`src/hdl/spq_pkg.sv`:
```
// Shared types and codes for the sorted priority queue.
package spq_pkg;

  // Fixed widths of the item fields.
  localparam int KEY_FW  = 32;
  localparam int STAT_FW = 2;
  localparam int FILL_FW = 7;

  // Operation codes.
  localparam logic FUNC_INSERT = 1'b0;
  localparam logic FUNC_POP    = 1'b1;

  // Status codes.
  localparam logic [STAT_FW-1:0] ST_OK    = 2'd0;
  localparam logic [STAT_FW-1:0] ST_FULL  = 2'd1;
  localparam logic [STAT_FW-1:0] ST_EMPTY = 2'd2;

  typedef struct packed {
    logic              func;
    logic [KEY_FW-1:0] key;
  } spq_req_t;

  typedef struct packed {
    logic [KEY_FW-1:0]  popped_key;
    logic [STAT_FW-1:0] status;
    logic [FILL_FW-1:0] fill_count;
  } spq_rsp_t;

  // Operation broadcast to every cell of the chain.
  typedef struct packed {
    logic ins;
    logic pop;
  } spq_ctrl_t;

endpackage

```
`src/hdl/spq_cell.sv`:
```
// One storage cell of the sorted key chain.
module spq_cell #(
  parameter int KEY_WIDTH = 32
) (
  input  logic                  clk,
  input  spq_pkg::spq_ctrl_t    ctrl,
  input  logic [KEY_WIDTH-1:0]  ins_key,
  input  logic                  valid,
  input  logic                  left_gt,
  input  logic [KEY_WIDTH-1:0]  left_key,
  input  logic [KEY_WIDTH-1:0]  right_key,
  output logic                  gt,
  output logic [KEY_WIDTH-1:0]  key
);
  import spq_pkg::*;

  logic [KEY_WIDTH-1:0] key_next;

  // An empty cell counts as holding a key above every other, so the
  // insertion point is the first cell whose flag is set.
  assign gt = !valid || (key > ins_key);

  always_comb begin
    key_next = key;
    priority if (ctrl.pop) begin
      key_next = right_key;
    end else if (ctrl.ins && gt) begin
      key_next = left_gt ? left_key : ins_key;
    end else begin
      key_next = key;
    end
  end

  always_ff @(posedge clk) begin
    key <= key_next;
  end

endmodule

```
`config.mk`:
```
export PLATFORM = sky130hd
export DESIGN_NAME = spq_cell
export DESIGN_NICKNAME = d
export VERILOG_FILES = /design/src/hdl/spq_pkg.sv /design/src/hdl/spq_cell.sv
export SDC_FILE = /design/constraint.sdc
export NUM_CORES = 1
export LEC_CHECK = 0
export ABC_AREA = 1
export ABC_CLOCK_PERIOD_IN_PS = 2200
export CORE_MARGIN = 5
export CORE_UTILIZATION = 50
export DETAILED_ROUTE_END_ITERATION = 8
export DONT_BUFFER_PORTS = 1
export HOLD_SLACK_MARGIN = 0.06
export PLACE_DENSITY_LB_ADDON = 0.1
export SETUP_SLACK_MARGIN = 0.3
export SYNTH_ARGS = -nofsm -noshare
export SYNTH_HDL_FRONTEND = slang
export SYNTH_SLANG_ARGS = --single-unit
```
`constraint.sdc`:
```
create_clock -name clk -period 2.2 [get_ports clk]
set_clock_uncertainty 0.1 [all_clocks]
set_input_delay 0.22 -clock clk [delete_from_list [all_inputs] [get_ports clk]]
set_output_delay 0.22 -clock clk [all_outputs]
set_load 0.1 [all_outputs]
```
-- Word level (Yosys, flattened, before mapping)
Index checks and enable logic that the tools add are counted.
- flip-flop bits (word level): 32
- input port bits: 101
- $lt $le $gt $ge: 1
- multiplexer cells: 3
- reduce and logical (&&, ||, !) cells: 4
- operator list (kind ; number):
    $mux 32 ; 3
    $gt 32x32->1 ; 1
    $reduce_bool 2->1 ; 1
    $logic_and 1x1->1 ; 1
    $logic_not 1->1 ; 1
    $logic_or 1x1->1 ; 1

-- Depth between registers and ports, before layout
Gate-level depths: netlist of the first run.
- depth after elaboration: 5
- depth in mapped cells: 17

-- Worst setup path before layout of the first run
No wires, ideal clock.
- path type: reg-to-reg
- start: register key[17]
- end: register key[0], enable pin
- arrival: 2.872 ns
- slack: -1.250 ns
- stages on the path, launching flop included: 14
- path through: edfxtp_1 > ha_1 > nand2_1 > nand2_1 > nand2_1 > nand2_1 > nand2_1 > nand3_1 > a21oi_1 > nand2_1 > nand2_1 > nand2_2 > nand2_1 > nand2_1
- word-level cells in the longest chain between the ends: 4
- RTL lines (element ; line ; RTL):
    start: declaration ; spq_cell.sv:13 ; output logic [KEY_WIDTH-1:0] key
    start signal: assignment ; spq_cell.sv:35 ; key <= key_next;
    $gt 32x32->1 ; spq_cell.sv:21 ; assign gt = !valid || (key > ins_key);
    $logic_or 1x1->1 ; spq_cell.sv:21 ;
    net gt ; spq_cell.sv:12 ; output logic gt,
    $logic_and 1x1->1 ; spq_cell.sv:27 ; end else if (ctrl.ins && gt) begin
    $reduce_bool 2->1 (no source line) ; n/a ;
The timed path passes the listed nets, and every way through them passes these cells.
A chain may end at the register's enable or synchronous reset.

-- Worst setup path in the final report of the first run
- start: register key[3]
- end: output gt
- word-level cells in the longest chain between the ends: 2
- RTL lines (element ; line):
    $gt 32x32->1 ; spq_cell.sv:21
    $logic_or 1x1->1 ; spq_cell.sv:21
    end: declaration ; spq_cell.sv:12
Every way passes these cells.

==> flow_summary.toml, run 1 <==
[outcome]
status = "finished clean"

[timing]
max_freq_ghz = 0.456
drv_slew = 0
period_minus_slack_ns = 2.19
rsz0062_at_grt = "true"
report.final.hold_viol_count = 0
setup_violations = 0
fin_ws_ns = 0.00654
period_share = 0.997
max_slew_margin = 0.770
worst_pin_slew_ns = 0.345
fin_tns_setup_ns = 0

[cts]
max-clock-path-buffers = 2
cts_sinks = 32
cts.root.buffer_cell = "clkbuf_8"
cts_made_buffers = 5
clkTransAtPathRegs_ns = 0.07
cts-htree-levels = 2
insertion_delay_ns = 0.28
cts_tree = "done"

[final_layout]
regMostFlops = "key"
drive_above_1_share = 0.277
num_antenna_cells = 0
area_growth_pct = 42.1
fin_nets = 497
top_regs = "key (32)"
layout.cells.non_filler = 431
largest_reg_flops = 32
fillers = 364
postLayoutCellArea_sq_mm = 0.00360

[detailed_routing]
vias = 2262
vias_per_cell = 5.25
drc_errors = 0
wl_per_cell_um = 16.3
drtIter0Drc = 53
wirelength_um = 7020
drt_first_pass_iters = 4
antenna_left = 0

[critical_path]
rr_worst_depth = 16
worstReg2RegStart = "key[3]$_DFFE_PP_"
crit_start = "key[3]$_DFFE_PP_"
r2r_end = "key[16]$_DFFE_PP_"
worstPathArrival_ns = 1.87
end_kind = "output port"
critical_path_peak_fanout = 2
timing_worst_setup_path_type = "reg2out"
critical_path_required_ns = 1.88
critPathLaunchType = "register"
r2r_slack_ns = 0.02

[hold_path]
hold_end = "key[30]$_DFFE_PP_"
min_path_type = "in2reg"
hold-path-cell-count = 2
min-delay-start = "right_key[30]"

[placement]
place_hpwl_um = 4920
preCtsSetupSlack_ns = 0.0728
placedCellCount = 381
dpl_cell_area_sq_mm = 0.00289
io_buffers = 0
gp_congestion = 0.739

[power]
p_per_area_mw_per_mm2 = 644
leakagePower_nw = 1.53
ir_worst_vdd_mv = 0.466

[floorplan]
coreArea_sq_mm = 0.00482
die_h_um = 81.2
ios = 134
row_count = 25
start_util = 0.525
die_x_um = 81.2
die_area_sq_mm = 0.00659

[grt]
grt_pass1_wl_um = 10600
grt_util_all_layers = 0.210
grt.overflow.total = 0
grt_pass1_vias = 2259
grt_max_degree = 63
antenna_found_initial = 0

[synth]
synth_area_per_cell_sq_um = 8.64
yosys_warnings = 0
yosys_register_bits = 32
synthDistinctLibCells = 21
synth_nets = 426
syn_area_sq_mm = 0.00253
ys_seq_area_frac = 0.380
syn_inst = 293

[flow_run]
cap_violations = 0
==> worst max-delay path: stages (launching register included) <==
cell	delay, ns
edfxtp_1	0.44
ha_4	0.31
nand2_2	0.05
inv_2	0.05
nand2_1	0.04
nand2_1	0.05
nand2_1	0.05
nand2_1	0.07
nand2_1	0.05
nand2_1	0.05
nand2_1	0.05
nand2_1	0.07
nand2_2	0.09
nand2_8	0.07
buf_12	0.16
==> worst max-delay path by stage <==
stage / endpoint / slack (ns)
2_1_floorplan: key[0]$_DFFE_PP_ / -0.49
3_3_place_gp: key[11]$_DFFE_PP_ / 0.09
3_5_place_dp: key[9]$_DFFE_PP_ / 0.07
4_1_cts: gt / -0.01
5_1_grt: gt / -0.18
6_report: gt / 0.007
==> layer usage <==
metal | track usage | wire, um
met1 | 0.242 | 2740
met5 | 0 | 0
met3 | 0.0543 | 484
met4 | 0.0456 | 51
met2 | 0.387 | 3740
==> through the flow <==
step | hold WS [ns] | util | total power, mW
global route | 0.0738 | 0.747 | 2.43
floorplan | 0.306 | - | 1.57
CTS | 0.0647 | 0.706 | 2.26
finish | 0.0806 | 0.747 | 2.31
detailed placement | 0.309 | 0.599 | 1.74
global placement | 0.310 | 0.599 | 1.72
==> kinds of logic after synthesis <==
group	count (synthesis)	synth area share
fa+ha+maj	32	0.158
compound gates	81	0.219
flops	32	0.380
simple gates	93	0.156
buf+inv	55	0.0865
==> report_power, final <==
| group | switching [mW] | leakage (nW) | internal [mW] |
|---|---|---|---|
| clock network | 0.212 | 0.0391 | 0.209 |
| registers | 0.0433 | 0.318 | 0.752 |
| logic | 0.753 | 1.17 | 0.345 |
| total | 1.01 | 1.53 | 1.31 |
==> cells in the final DEF (no fill, tap or decap) <==
master         instances
nand2_1               60
buf_4                 43
inv_1                 36
edfxtp_1              32
o21a_1                30
o211ai_1              29
dlygate4sd3_1         29
ha_1                  20
a21oi_1               13
ha_4                  12
nand2_2               11
inv_2                  6
nor2_1                 6
a21oi_2                6
nor2_2                 6
nand2_8                6
clkbuf_8               5
nor2_4                 3
nand3_1                2
o21ai_1                2
clkinv_1               2
buf_12                 2
a21o_1                 1
nand4_2                1
nand4_1                1
==> repair_timing <==
action,CTS,global route
setup buffers,4,7
hold buffers,29,0
cloned,3,0
resized for setup,12,25
endpoints found under the setup margin,33,33
hold endpoints to repair,29,0
pin swaps,2,16
==> area by class of cell <==
cell class,count,area [sq um],share of cell area
clock buffer,5,68.8,0.0191
timing repair buffer,74,653,0.182
inverter,42,158,0.0438
sequential,32,961,0.267
multi-input combinational,209,1670,0.463
clock inverter,2,7.51,0.00209
tap,67,83.8,0.0233
==> synth_stat cells (all sizes together) <==
cell,n,area share
inv,41,0.061
ha,32,0.16
a21o,1,0.0030
clkinv,1,0.0015
nand3,2,0.0040
o211ai,29,0.086
nand2,74,0.11
nand4,2,0.0074
clkbuf,3,0.0044
buf,10,0.020
o21ai,2,0.0040
nor2,15,0.031
edfxtp,32,0.38
o21a,30,0.089
a21oi,19,0.038
Note: power is estimated with default switching activity, not from simulation.
==> run 2: changes to the inputs <==
- REMOVE_ABC_BUFFERS: not set -> 1
==> flow_summary.toml, run 2 (synthesis gave the netlist of run 1 again) <==
[outcome]
status = "complete, but fails checks"
violations = "negative setup slack"

[power]
leakagePower_nw = 1.53
p_per_area_mw_per_mm2 = 647
p_seq_frac = 0.349
p_int_mw = 1.30
power_mw = 2.28
p_comb_frac = 0.468
pwr-share-clk = 0.183
ir_worst_vdd_mv = 0.479
sw_frac_of_total = 0.430
p_switching_mw = 0.980

[grt]
grt_util_all_layers = 0.202
antenna_found_initial = 0
grt_pass1_wl_um = 10000
grt_max_degree = 63
grt_pass1_vias = 2198
grt.overflow.total = 0

[final_layout]
num_antenna_cells = 0
top_regs = "key (32)"
drive_above_1_share = 0.250
regMostFlops = "key"
final_cell_mix = "nand2_1, buf_4, inv_1"
largest_reg_flops = 32
fin_util = 0.732
fin_nets = 497
area_growth_pct = 39.3
layout.cells.non_filler = 431
final_common_cell = "nand2_1"
postLayoutCellArea_sq_mm = 0.00353
fillers = 381

[placement]
gp_congestion = 0.777
dpl_cell_area_sq_mm = 0.00284
preCtsSetupSlack_ns = 0.0278
placedCellCount = 383
io_buffers = 0
place_hpwl_um = 4710

[timing]
rsz0062_at_grt = "true"
drv_slew = 0
whs_ns = 0.0919
report.final.hold_viol_count = 0
period_minus_slack_ns = 2.21
max_freq_ghz = 0.452
period_share = 1.00
fin_ws_ns = -0.00995
setup_violations = 5
worst_pin_slew_ns = 0.391
max_slew_margin = 0.739
fin_tns_setup_ns = -0.0107

[detailed_routing]
drc_errors = 0
wirelength_um = 6980
drt_first_pass_iters = 5
antenna_left = 0
vias_per_cell = 5.27
vias = 2272
drtIter0Drc = 100
wl_per_cell_um = 16.2

[critical_path]
rr_worst_depth = 12
critPathSlowestCell = "edfxtp_1"
cp_num_buf_inv = 2
r2r_slack_ns = 0
critPathLaunchType = "register"
end_kind = "output port"
critical_path_peak_fanout = 2
worstPathArrival_ns = 1.89
critical_path_required_ns = 1.88
crit_start = "key[5]$_DFFE_PP_"
crit_chain = "ha_4 -> nand2_2 -> nor2_2 -> buf_4 -> nand4_1 -> nor2_1 -> nand2_1 -> nand2_1 -> nand2_2 -> buf_12"
slowest_delay_ns = 0.44
cp_top_family = "simple AND/OR/NAND/NOR gates"
cp.depth = 10
timing_worst_setup_path_type = "reg2out"
worstReg2RegStart = "key[27]$_DFFE_PP_"

[floorplan]
die_area_sq_mm = 0.00659
coreArea_sq_mm = 0.00482
die_h_um = 81.2
row_count = 25
ios = 134
die_x_um = 81.2
start_util = 0.525

[cts]
cts.root.buffer_cell = "clkbuf_8"
max-clock-path-buffers = 2
insertion_delay_ns = 0.28
cts_sinks = 32
cts_tree = "done"
cts-htree-levels = 2
clkTransAtPathRegs_ns = 0.06
cts_made_buffers = 5

[flow_run]
cap_violations = 0

[hold_path]
hold-path-cell-count = 2
min_path_type = "in2reg"
min-delay-start = "right_key[30]"
## run 2: cell types whose count changed in the layout (fill, tap and decap cells not counted), sizes merged
cell	change
nand2	-3
buf	+2
clkbuf	+1
clkinv	+1
inv	-1
## run 2: final timing paths
path,end
worst max register to register,key[3]$_DFFE_PP_
worst min-delay path,key[30]$_DFFE_PP_
worst min register to register,key[1]$_DFFE_PP_
worst max-delay path,gt
## run 2: area by class of cell
cell class / count / area (sq um) / area share
Inverter: 42 / 158 / 0.0447
Multi-Input combinational cell: 206 / 1540 / 0.435
Timing Repair Buffer: 77 / 713 / 0.202
Clock inverter: 2 / 7.51 / 0.00213
Tap cell: 67 / 83.8 / 0.0238
Sequential cell: 32 / 961 / 0.272
Clock buffer: 5 / 68.8 / 0.0195
## run 2: metal layers
metal  routed length, um  track usage  up-vias
met5                   0            0        -
met4                 103       0.0625        0
met3                 457       0.0654        8
met2                3730        0.376       88
met1                2700        0.215     1026
li1                    -            -     1150
## run 2: what timing repair did
action / CTS / global route
setup buffers: 2 / 8
gates resized for setup: 9 / 21
pin swaps: 1 / 16
hold buffers: 29 / 0
setup endpoints to repair: 33 / 33
gates cloned: 1 / 1
endpoints found under the hold margin: 29 / 0
## run 2: power groups by stage
stage | combinational (mW) | sequential (mW) | clock, mW
after floorplan | 0.298 | 1.23 | 0
after global placement | 0.905 | 0.794 | 0
after detailed placement | 0.912 | 0.798 | 0
after CTS | 0.990 | 0.786 | 0.432
after global routing | 1.14 | 0.802 | 0.456
final | 1.07 | 0.796 | 0.418
==> run 3: changes to the inputs <==
- ABC_CLOCK_PERIOD_IN_PS: 2200 -> 2300
- clock period: 2.2 -> 2.3 ns (I/O delays scaled with it)
==> flow_summary.toml, run 3 (synthesis gave the netlist of run 1 again) <==
[cts]
insertion_delay_ns = 0.28
clkTransAtPathRegs_ns = 0.07
cts_tree = "done"
cts.root.buffer_cell = "clkbuf_8"
max-clock-path-buffers = 2
cts-htree-levels = 2
cts_sinks = 32
cts_made_buffers = 5

[final_layout]
regMostFlops = "key"
layout.cells.non_filler = 426
final_common_cell = "nand2_1"
top_regs = "key (32)"
fin_nets = 491
final_cell_mix = "nand2_1, buf_4, inv_1"
area_growth_pct = 34.8
drive_above_1_share = 0.214
largest_reg_flops = 32
num_antenna_cells = 0

[hold_path]
min-delay-start = "right_key[31]"
min_path_type = "in2reg"

[critical_path]
crit_chain = "ha_4 -> nand2_1 -> inv_2 -> nand2_1 -> nand2_1 -> nand2_1 -> nand2_1 -> nand2_1 -> nand2_1 -> nand2_1 -> nand2_1 -> nand2_1 -> nand2_2 -> buf_12"
end_kind = "output port"
worstReg2RegStart = "key[3]$_DFFE_PP_"
cp_common_cell = "nand2_1"
timing_worst_setup_path_type = "reg2out"
cp_top_family = "simple AND/OR/NAND/NOR gates"
crit_start = "key[3]$_DFFE_PP_"
slowest_delay_ns = 0.44
critPathLaunchType = "register"
cp_num_buf_inv = 2
critical_path_required_ns = 1.97
critical_path_peak_fanout = 2
r2r_slack_ns = 0.11
worstPathArrival_ns = 1.89
critPathSlowestCell = "edfxtp_1"

[timing]
period_share = 0.965
max_slew_margin = 0.761
fin_ws_ns = 0.0799
rsz0062_at_grt = "true"
report.final.hold_viol_count = 0
period_minus_slack_ns = 2.22
drv_slew = 0
worst_pin_slew_ns = 0.358
setup_violations = 0
max_freq_ghz = 0.450

[placement]
gp_congestion = 0.781
preCtsSetupSlack_ns = 0.142
place_hpwl_um = 4730
placedCellCount = 383
io_buffers = 0

[power]
p_int_mw = 1.34
leakagePower_nw = 1.51
p_switching_mw = 0.921
ir_worst_vdd_mv = 0.445
pwr-share-clk = 0.233
sw_frac_of_total = 0.408
p_seq_frac = 0.334
p_per_area_mw_per_mm2 = 661
p_comb_frac = 0.433

[floorplan]
coreArea_sq_mm = 0.00482
start_util = 0.525
die_area_sq_mm = 0.00659
die_h_um = 81.2
die_x_um = 81.2
ios = 134
row_count = 25

[grt]
grt_util_all_layers = 0.193
grt_pass1_wl_um = 9840
grt_max_degree = 63
grt_pass1_vias = 2248
antenna_found_initial = 0
grt.overflow.total = 0

[detailed_routing]
wl_per_cell_um = 15.5
drt_first_pass_iters = 6
drtIter0Drc = 98
drc_errors = 0
vias_per_cell = 5.33
antenna_left = 0
wirelength_um = 6600
vias = 2271

[flow_run]
cap_violations = 0

[outcome]
status = "finished clean"
run 3: power by group through the flow:
| stage | clock network, mW | registers [mW] | logic [mW] |
|---|---|---|---|
| 5_1_grt | 0.561 | 0.762 | 1.05 |
| 3_5_place_dp | 0 | 0.762 | 0.876 |
| 6_report | 0.526 | 0.755 | 0.977 |
| 4_1_cts | 0.540 | 0.750 | 0.944 |
| 2_1_floorplan | 0 | 1.18 | 0.285 |
| 3_3_place_gp | 0 | 0.759 | 0.865 |
run 3: cell type report:
class / count / area [sq um]
multi-input combinational: 206 / 1450
fill: 381 / 1400
sequential: 32 / 961
timing repair buffer: 71 / 651
inverter: 42 / 158
tap: 67 / 83.8
clock buffer: 6 / 72.6
clock inverter: 2 / 35.0
run 3: worst paths after layout:
path | cells past startpoint | end
worst max-delay path | 14 | gt
worst min-delay path | 2 | key[31]$_DFFE_PP_
worst max register to register | 16 | key[12]$_DFFE_PP_
worst min register to register | 10 | key[18]$_DFFE_PP_
run 3: routing by layer:
layer,vias to the layer above,routed length [um],GRT usage
met1,1048,2610,0.212
li1,1136,-,-
met4,0,34,0.0422
met5,-,0,0
met2,83,3480,0.368
met3,4,467,0.0510
run 3: timing repair:
item	4_1_cts	5_1_grt
buffers inserted	2	3
gates cloned	1	0
hold buffers	29	0
hold endpoints to repair	29	0
endpoints found under the setup margin	33	33
resized for setup	6	12
pin swaps	0	5
run 3: per-stage QoR:
stage	power (mW)	hold WS, ns	setup TNS, ns	area (sq um)	util
floorplan	1.47	0.316	-37.21	2470	-
global placement	1.62	0.316	0	2840	0.589
detailed placement	1.64	0.320	0	2840	0.589
CTS	2.23	0.0929	0	3300	0.686
global route	2.37	0.0813	-3.33	3410	0.709
finish	2.26	0.0936	0	3410	0.709
